<file path="config.mk">
export PLATFORM = sky130hd
export DESIGN_NAME = mnsg_out_stage
export DESIGN_NICKNAME = d
export VERILOG_FILES = /design/src/design/mnsg_pkg.sv /design/src/design/mnsg_out_stage.sv
export SDC_FILE = /design/constraint.sdc
export NUM_CORES = 1
export LEC_CHECK = 0
export ABC_AREA = 1
export BUFFER_PORTS_ARGS = -buffer_cell sky130_fd_sc_hd__clkbuf_2
export CORE_ASPECT_RATIO = 1.75
export CORE_MARGIN = 5
export CORE_UTILIZATION = 30
export CTS_CLUSTER_DIAMETER = 80
export DETAILED_ROUTE_END_ITERATION = 8
export GPL_TIMING_DRIVEN = 0
export SYNTH_ARGS = -nofsm -noshare
export SYNTH_HDL_FRONTEND = slang
export SYNTH_SLANG_ARGS = --single-unit
</file>
<file path="constraint.sdc">
create_clock -name i_clk -period 4.3 [get_ports i_clk]
set_clock_uncertainty 0.1 [all_clocks]
set_input_delay 0.645 -clock i_clk [delete_from_list [all_inputs] [get_ports i_clk]]
set_output_delay 0.645 -clock i_clk [all_outputs]
set_load 0.1 [all_outputs]
</file>
<file path="src/design/mnsg_pkg.sv">
// shared types and constants for the midi note strum gate scheduler
// no dependencies
package mnsg_pkg;

    // input commands
    localparam logic [2:0] CmdPlay     = 3'd0;
    localparam logic [2:0] CmdAgePend  = 3'd1;
    localparam logic [2:0] CmdAgeBank  = 3'd2;
    localparam logic [2:0] CmdKillBank = 3'd3;
    localparam logic [2:0] CmdAllOff   = 3'd4;

    // register indexes
    localparam logic RegOutChannel = 1'b0;
    localparam logic RegDestination = 1'b1;

    // midi constants
    localparam logic [7:0] StatusOff = 8'h80;
    localparam logic [7:0] StatusOn  = 8'h90;
    localparam logic [7:0] StatusCc  = 8'hB0;
    localparam logic [6:0] CcAllOff  = 7'd123;
    localparam int         NumPitches = 128;
    localparam int         MaxResults = 32;

    // one outgoing message
    typedef struct packed {
        logic [6:0] data_two;
        logic [6:0] data_one;
        logic [7:0] status_byte;
        logic [3:0] route;
    } t_msg;

    // per-pitch record
    typedef struct packed {
        logic [15:0] gate;
        logic [3:0]  channel;
        logic [3:0]  route;
    } t_pitch_rec;

    // pending slot record
    typedef struct packed {
        logic [6:0]  note;
        logic [6:0]  velocity;
        logic [15:0] gate;
        logic [15:0] delay;
        logic [3:0]  channel;
        logic [3:0]  route;
    } t_slot_rec;

endpackage

</file>
<file path="src/design/mnsg_out_stage.sv">
// output stage: one-message hold register plus output register, marks tlast
// depends on mnsg_pkg
module mnsg_out_stage (
    input  logic          i_clk,
    input  logic          i_rst_n,
    input  logic          i_push,
    input  mnsg_pkg::t_msg i_msg,
    input  logic          i_fin,
    output logic          o_push_ok,
    output logic          o_fin_ok,
    output logic          o_m_axis_tvalid,
    input  logic          i_m_axis_tready,
    output logic [31:0]   o_m_axis_tdata,   // route, status_byte, data_one, data_two
    output logic          o_m_axis_tlast
);
    import mnsg_pkg::*;

    logic r_hv;
    t_msg r_hold;
    logic r_ov;
    t_msg r_out;
    logic r_last;
    logic w_out_free;

    assign w_out_free = !r_ov || i_m_axis_tready;
    assign o_push_ok  = !r_hv || w_out_free;
    assign o_fin_ok   = !r_hv || w_out_free;

    // hold keeps the newest message until it is known whether another follows
    always_ff @(posedge i_clk) begin
        if (!i_rst_n) begin
            r_hv <= 1'b0;
            r_ov <= 1'b0;
        end else begin
            if (i_push && o_push_ok) begin
                if (r_hv) begin
                    r_out  <= r_hold;
                    r_last <= 1'b0;
                end
                r_ov   <= r_hv || (r_ov && !i_m_axis_tready);
                r_hold <= i_msg;
                r_hv   <= 1'b1;
            end else if (i_fin && r_hv && w_out_free) begin
                r_out  <= r_hold;
                r_last <= 1'b1;
                r_ov   <= 1'b1;
                r_hv   <= 1'b0;
            end else if (r_ov && i_m_axis_tready) begin
                r_ov <= 1'b0;
            end
        end
    end

    assign o_m_axis_tvalid = r_ov;
    assign o_m_axis_tdata  = {6'd0, r_out};
    assign o_m_axis_tlast  = r_last;

endmodule

</file>
* After elaboration in Yosys (flattened, before gate mapping)
Index checks and enable logic that the tools add are counted.
** Word-level totals
- Flip-flop bits (word level) :: 55
- Bits in latches :: 0
- RAM bits :: 0
- Bits in read-only memories :: 0
- Bits of input ports :: 31
- Output and inout bits :: 36
- Logic and storage cells :: 38
- Memories kept :: 0
** Operators by class
- $add $sub $neg :: 0
- Multiply operators :: 0
- Div/mod/pow operators :: 0
- Order comparisons :: 0
- Equal/unequal tests :: 1
- Shifts and indexed selects :: 0
- Mux-type cells :: 11
- Bitwise logic cells :: 0
- Reduce and logical (&&, ||, !) cells :: 15
** Operators with widths (number)
- $mux W26 :: 3
- $mux W1 :: 8
- $logic_and A1 B1 Y1 :: 5
- $logic_not A1 Y1 :: 3
- $logic_or A1 B1 Y1 :: 3
- $reduce_and A3 Y1 :: 1
- $reduce_bool A3 Y1 :: 1
- $ne A2 B2 Y1 const B :: 1
- $reduce_and A2 Y1 :: 1
- $reduce_bool A2 Y1 :: 1

* Logic depth before layout (Yosys ltp)
- Depth after elaboration :: 6
- Depth in mapped cells :: 6
- Depth with buffers taken out :: 6

* Worst setup path before layout
No wires, ideal clock.
- Kind :: flip-flop to flip-flop
- Start point :: reg r_ov, in the netlist o_m_axis_tvalid
- End point :: reg r_hold[0] (netlist name), enable pin
- Library setup time :: 409 ps
- Arrival time :: 2995 ps
- Data required time :: 3791 ps
- Path slack :: 796 ps
- Stages on the path, launching flop included :: 4
- Path buffers :: 0
- Period minus slack after synthesis :: 3504 ps
- Cell sequence :: dfxtp_1 -> nand3_1 -> nand2_1 -> nor2_1
** On the way
- Word-level cells in the longest chain between the ends :: 5
** RTL lines
- start, declared :: RTL line mnsg_out_stage.sv:20 : logic r_ov;
- start signal, assigned :: RTL line mnsg_out_stage.sv:40 : r_ov <= r_hv || (r_ov && !i_m_axis_tready);
- $logic_not A1 Y1 :: RTL line mnsg_out_stage.sv:25 : assign w_out_free = !r_ov || i_m_axis_tready;
- $logic_or A1 B1 Y1 :: RTL line mnsg_out_stage.sv:25
- $logic_or A1 B1 Y1
- named net o_fin_ok :: RTL line mnsg_out_stage.sv:10 : output logic o_fin_ok,
- $logic_and A1 B1 Y1 :: RTL line mnsg_out_stage.sv:35 : if (i_push && o_push_ok) begin
- $reduce_and A2 Y1 (no source line)
- end signal, assigned :: RTL line mnsg_out_stage.sv:41 : r_hold <= i_msg;
- end, declared :: RTL line mnsg_out_stage.sv:19 : t_msg r_hold;
The timed path passes the listed nets, and every way through them passes these cells.
A chain may end at the register's enable or synchronous reset.

* Worst setup path after layout
- Start point :: in i_m_axis_tready
- End point :: out o_push_ok
** On the way
- Word-level cells in the longest chain between the ends :: 2
** RTL lines
- start, declared :: RTL line mnsg_out_stage.sv:12 : input logic i_m_axis_tready,
- $logic_or A1 B1 Y1 :: RTL line mnsg_out_stage.sv:25
- $logic_or A1 B1 Y1 :: RTL line mnsg_out_stage.sv:26 : assign o_push_ok = !r_hv || w_out_free;
- end, declared :: RTL line mnsg_out_stage.sv:9 : output logic o_push_ok,
Every way passes these cells.

==> metrics.md <==
| Metric | Value |
|---|---|
| Status | `finished clean` |
| Fin util | `0.400` |
| Post-synthesis cell type count | `12` |
| Largest area contributor in the netlist | `edfxtp_1` |
| Clock sink count | `55` |
| Final setup TNS | `0 ns` |
| Crit path from | `i_m_axis_tready` |
| Gpl congestion | `0.654` |
| Fin crit share | `0.516` |
| Input/output buffers | `60` |
| Post-CTS sizing | `0` |
| Post-DP HPWL | `2360 um` |
| Final hold viol count | `0` |
| Yosys reg bits | `55` |
| PwrDens | `444 nW/um^2` |
| Sw Share | `0.274` |
| Layout cells sized above 1 | `0.481` |
| Antenna cell count | `0` |
| Total leakage power | `0.936 nW` |
| Clock root buffer | `clkbuf_8` |
| VDD IR max | `203 uV` |
| DRC viols | `0` |
| Ys Warns | `0` |
| Mapped Cells | `86` |
| Setup Viol. Count Final | `0` |
| Cell Rows | `37` |
| Worst Hold Depth | `0` |
| Starting Density | `0.306` |
| Fmax | `450 MHz` |
| HP Start | `r_hold[10]` |
| Reg2reg end | `r_hold[24]` |
| Largest net degree at the start of global routing | `17` |
| Clk pin slew, worst setup/hold paths | `0.09 ns` |
| Most frequent cells in the layout | `clkbuf_2 (60), edfxtp_1 (53), buf_4 (7)` |
| Cts hold-fix bufs | `0` |
| Setup Crit Path Kind | `in -> out` |
| Critical path arrival | `1.48 ns` |
| Total power | `0.00104 W` |
| Critical Path RT | `3.56 ns` |
| Area grow syn2layout | `30.8%` |
| Setup Buffers After CTS | `0` |
| Netlist Area Pre-Place | `1790 sq um` |
| GRT Util Overall | `0.0872` |
| DR pass1 iterations | `4` |
| Hold Path Class | `reg -> reg` |
| IO Pins | `67` |
| Hold endpoint | `o_m_axis_tdata[10]` |
| Yosys top cell area share | `0.891` |
| Reg-to-Reg Start | `r_hv` |
| Final min period | `2.22 ns` |
| Max-Cap Viols | `0` |
| Highest routed layer | `met4` |
| Net switching power | `0.000284 W` |
| Avg Cell Area, Syn | `20.8 sq um` |
| Die X | `68.3 um` |
| Initial antenna violation count | `0` |
| Vias per cell | `3.76` |
| Nets | `192` |
| Post-Route WL | `3000 um` |
| Commonest non-fill, non-tap cell in the layout | `clkbuf_2` |
| Clk buf depth | `2` |
| CTS tree | `built` |
| Critical path peak fanout | `4` |
| Worst setup EP type | `primary output` |
| Largest cells by area after synthesis | `edfxtp_1 (89%), buf_4 (2.9%), dfxtp_1 (2.2%)` |
| WL met2 | `1660 um` |
| M1 wire length | `1040 um` |
| Logic pwr share | `0.151` |
| Core ar. | `5830 sq um` |
| Startpoint types | `primary input` |
| Tightest Pin Transition | `0.687 ns` |
| Reg power frac | `0.599` |
| Worst-skew pair later-pin latency | `0.29 ns` |
| First-pass GRT wire length | `4840 um` |
| DR iter-0 viols | `20` |
| R2R depth | `4` |
| Remaining global-route overflow | `0` |
| Clock power share | `0.250` |
| Die area | `7660 sq um` |
| Drt wl/cell | `12.5 um` |
| Vias | `902` |
| Die height | `112 um` |
| Max_slew headroom | `0.541` |
| Pint | `0.000752 W` |
| Final ANT Viol Nets | `0` |
| Fillers | `581` |
| Sequential cell area fraction in the yosys report | `0.914` |
| Routed wl met3 | `238 um` |
| # H-tree levels | `2` |
| CTS Buf Count | `5` |
| Final Max Slew Viols | `0` |
| Reg-to-reg slack, setup | `2.49 ns` |
| RSZ-0062 raised after global routing | `no` |
| Vias in the first global route | `1012` |
-- kinds of logic after synthesis --
logic type             count (synthesis)  synth area share
other                                  1           0.00210
flip-flops                            55             0.914
buffers and inverters                 13            0.0420
AO/OA/AOI/OAI                          3           0.00840
AND/OR/NAND/NOR                       14            0.0336
-- layout make-up --
class / count / area, sq um / share of cell area
Buffer: 7 / 52.6 / 0.0225
Clock buffer: 5 / 68.8 / 0.0295
Clock inverter: 3 / 15.0 / 0.00643
Inverter: 6 / 22.5 / 0.00965
Multi-Input combinational cell: 23 / 105 / 0.0450
Sequential cell: 55 / 1630 / 0.699
Tap cell: 78 / 97.6 / 0.0418
Timing Repair Buffer: 63 / 342 / 0.146
-- cells in the mapped netlist --
cell type / number
a21oi_1: 1
edfxtp_1: 53
nand2_1: 6
conb_1: 1
nor3_1: 1
buf_4: 7
o21ai_1: 1
nand3_1: 5
nor2_1: 2
o21ai_0: 1
dfxtp_1: 2
inv_1: 6
-- power groups by stage --
stage	Clock [W]	Combinational [W]	Sequential, W
3_3_place_gp	0	0.000150	0.000634
6_report	0.000259	0.000156	0.000620
2_1_floorplan	0	0.0000468	0.000708
5_1_grt	0.000296	0.000164	0.000623
3_5_place_dp	0	0.000157	0.000633
4_1_cts	0.000271	0.000158	0.000621
-- state kept, by name, summed over array words and instances, names as in the netlist --
register         cells
o_m_axis_tlast       1
o_m_axis_tdata      26
r_hold              26
r_hv                 1
o_m_axis_tvalid      1
-- stage by stage --
step	cells	hold slack [ns]	instance area [sq um]	setup slack (ns)
after floorplan	91	0.300	1800	0.796
after global placement	229	0.300	2200	0.115
after detailed placement	232	0.305	2250	2.04
after CTS	240	0.320	2330	2.09
after global routing	240	0.321	2330	2.04
final	240	0.315	2330	2.08
-- worst max-delay path: stages --
cell and delay (ns):
clkbuf_2 0.07, inv_1 0.05, nand3_1 0.13, buf_4 0.13
clkbuf_2 0.44
-- how the worst max path moves through the flow --
stage	endpoint	cells after the start
global placement	o_m_axis_tdata[24]	5
finish	o_push_ok	5
CTS	o_push_ok	5
detailed placement	r_hold[24]	6
floorplan	r_hold[0]	3
global route	o_push_ok	5
-- per-layer routing --
metal	track usage	up-vias
met5	0	-
met4	0.0478	0
met3	0.0290	5
met2	0.146	33
met1	0.0924	412
li1	-	452
Note: power is estimated with default switching activity, not from simulation.
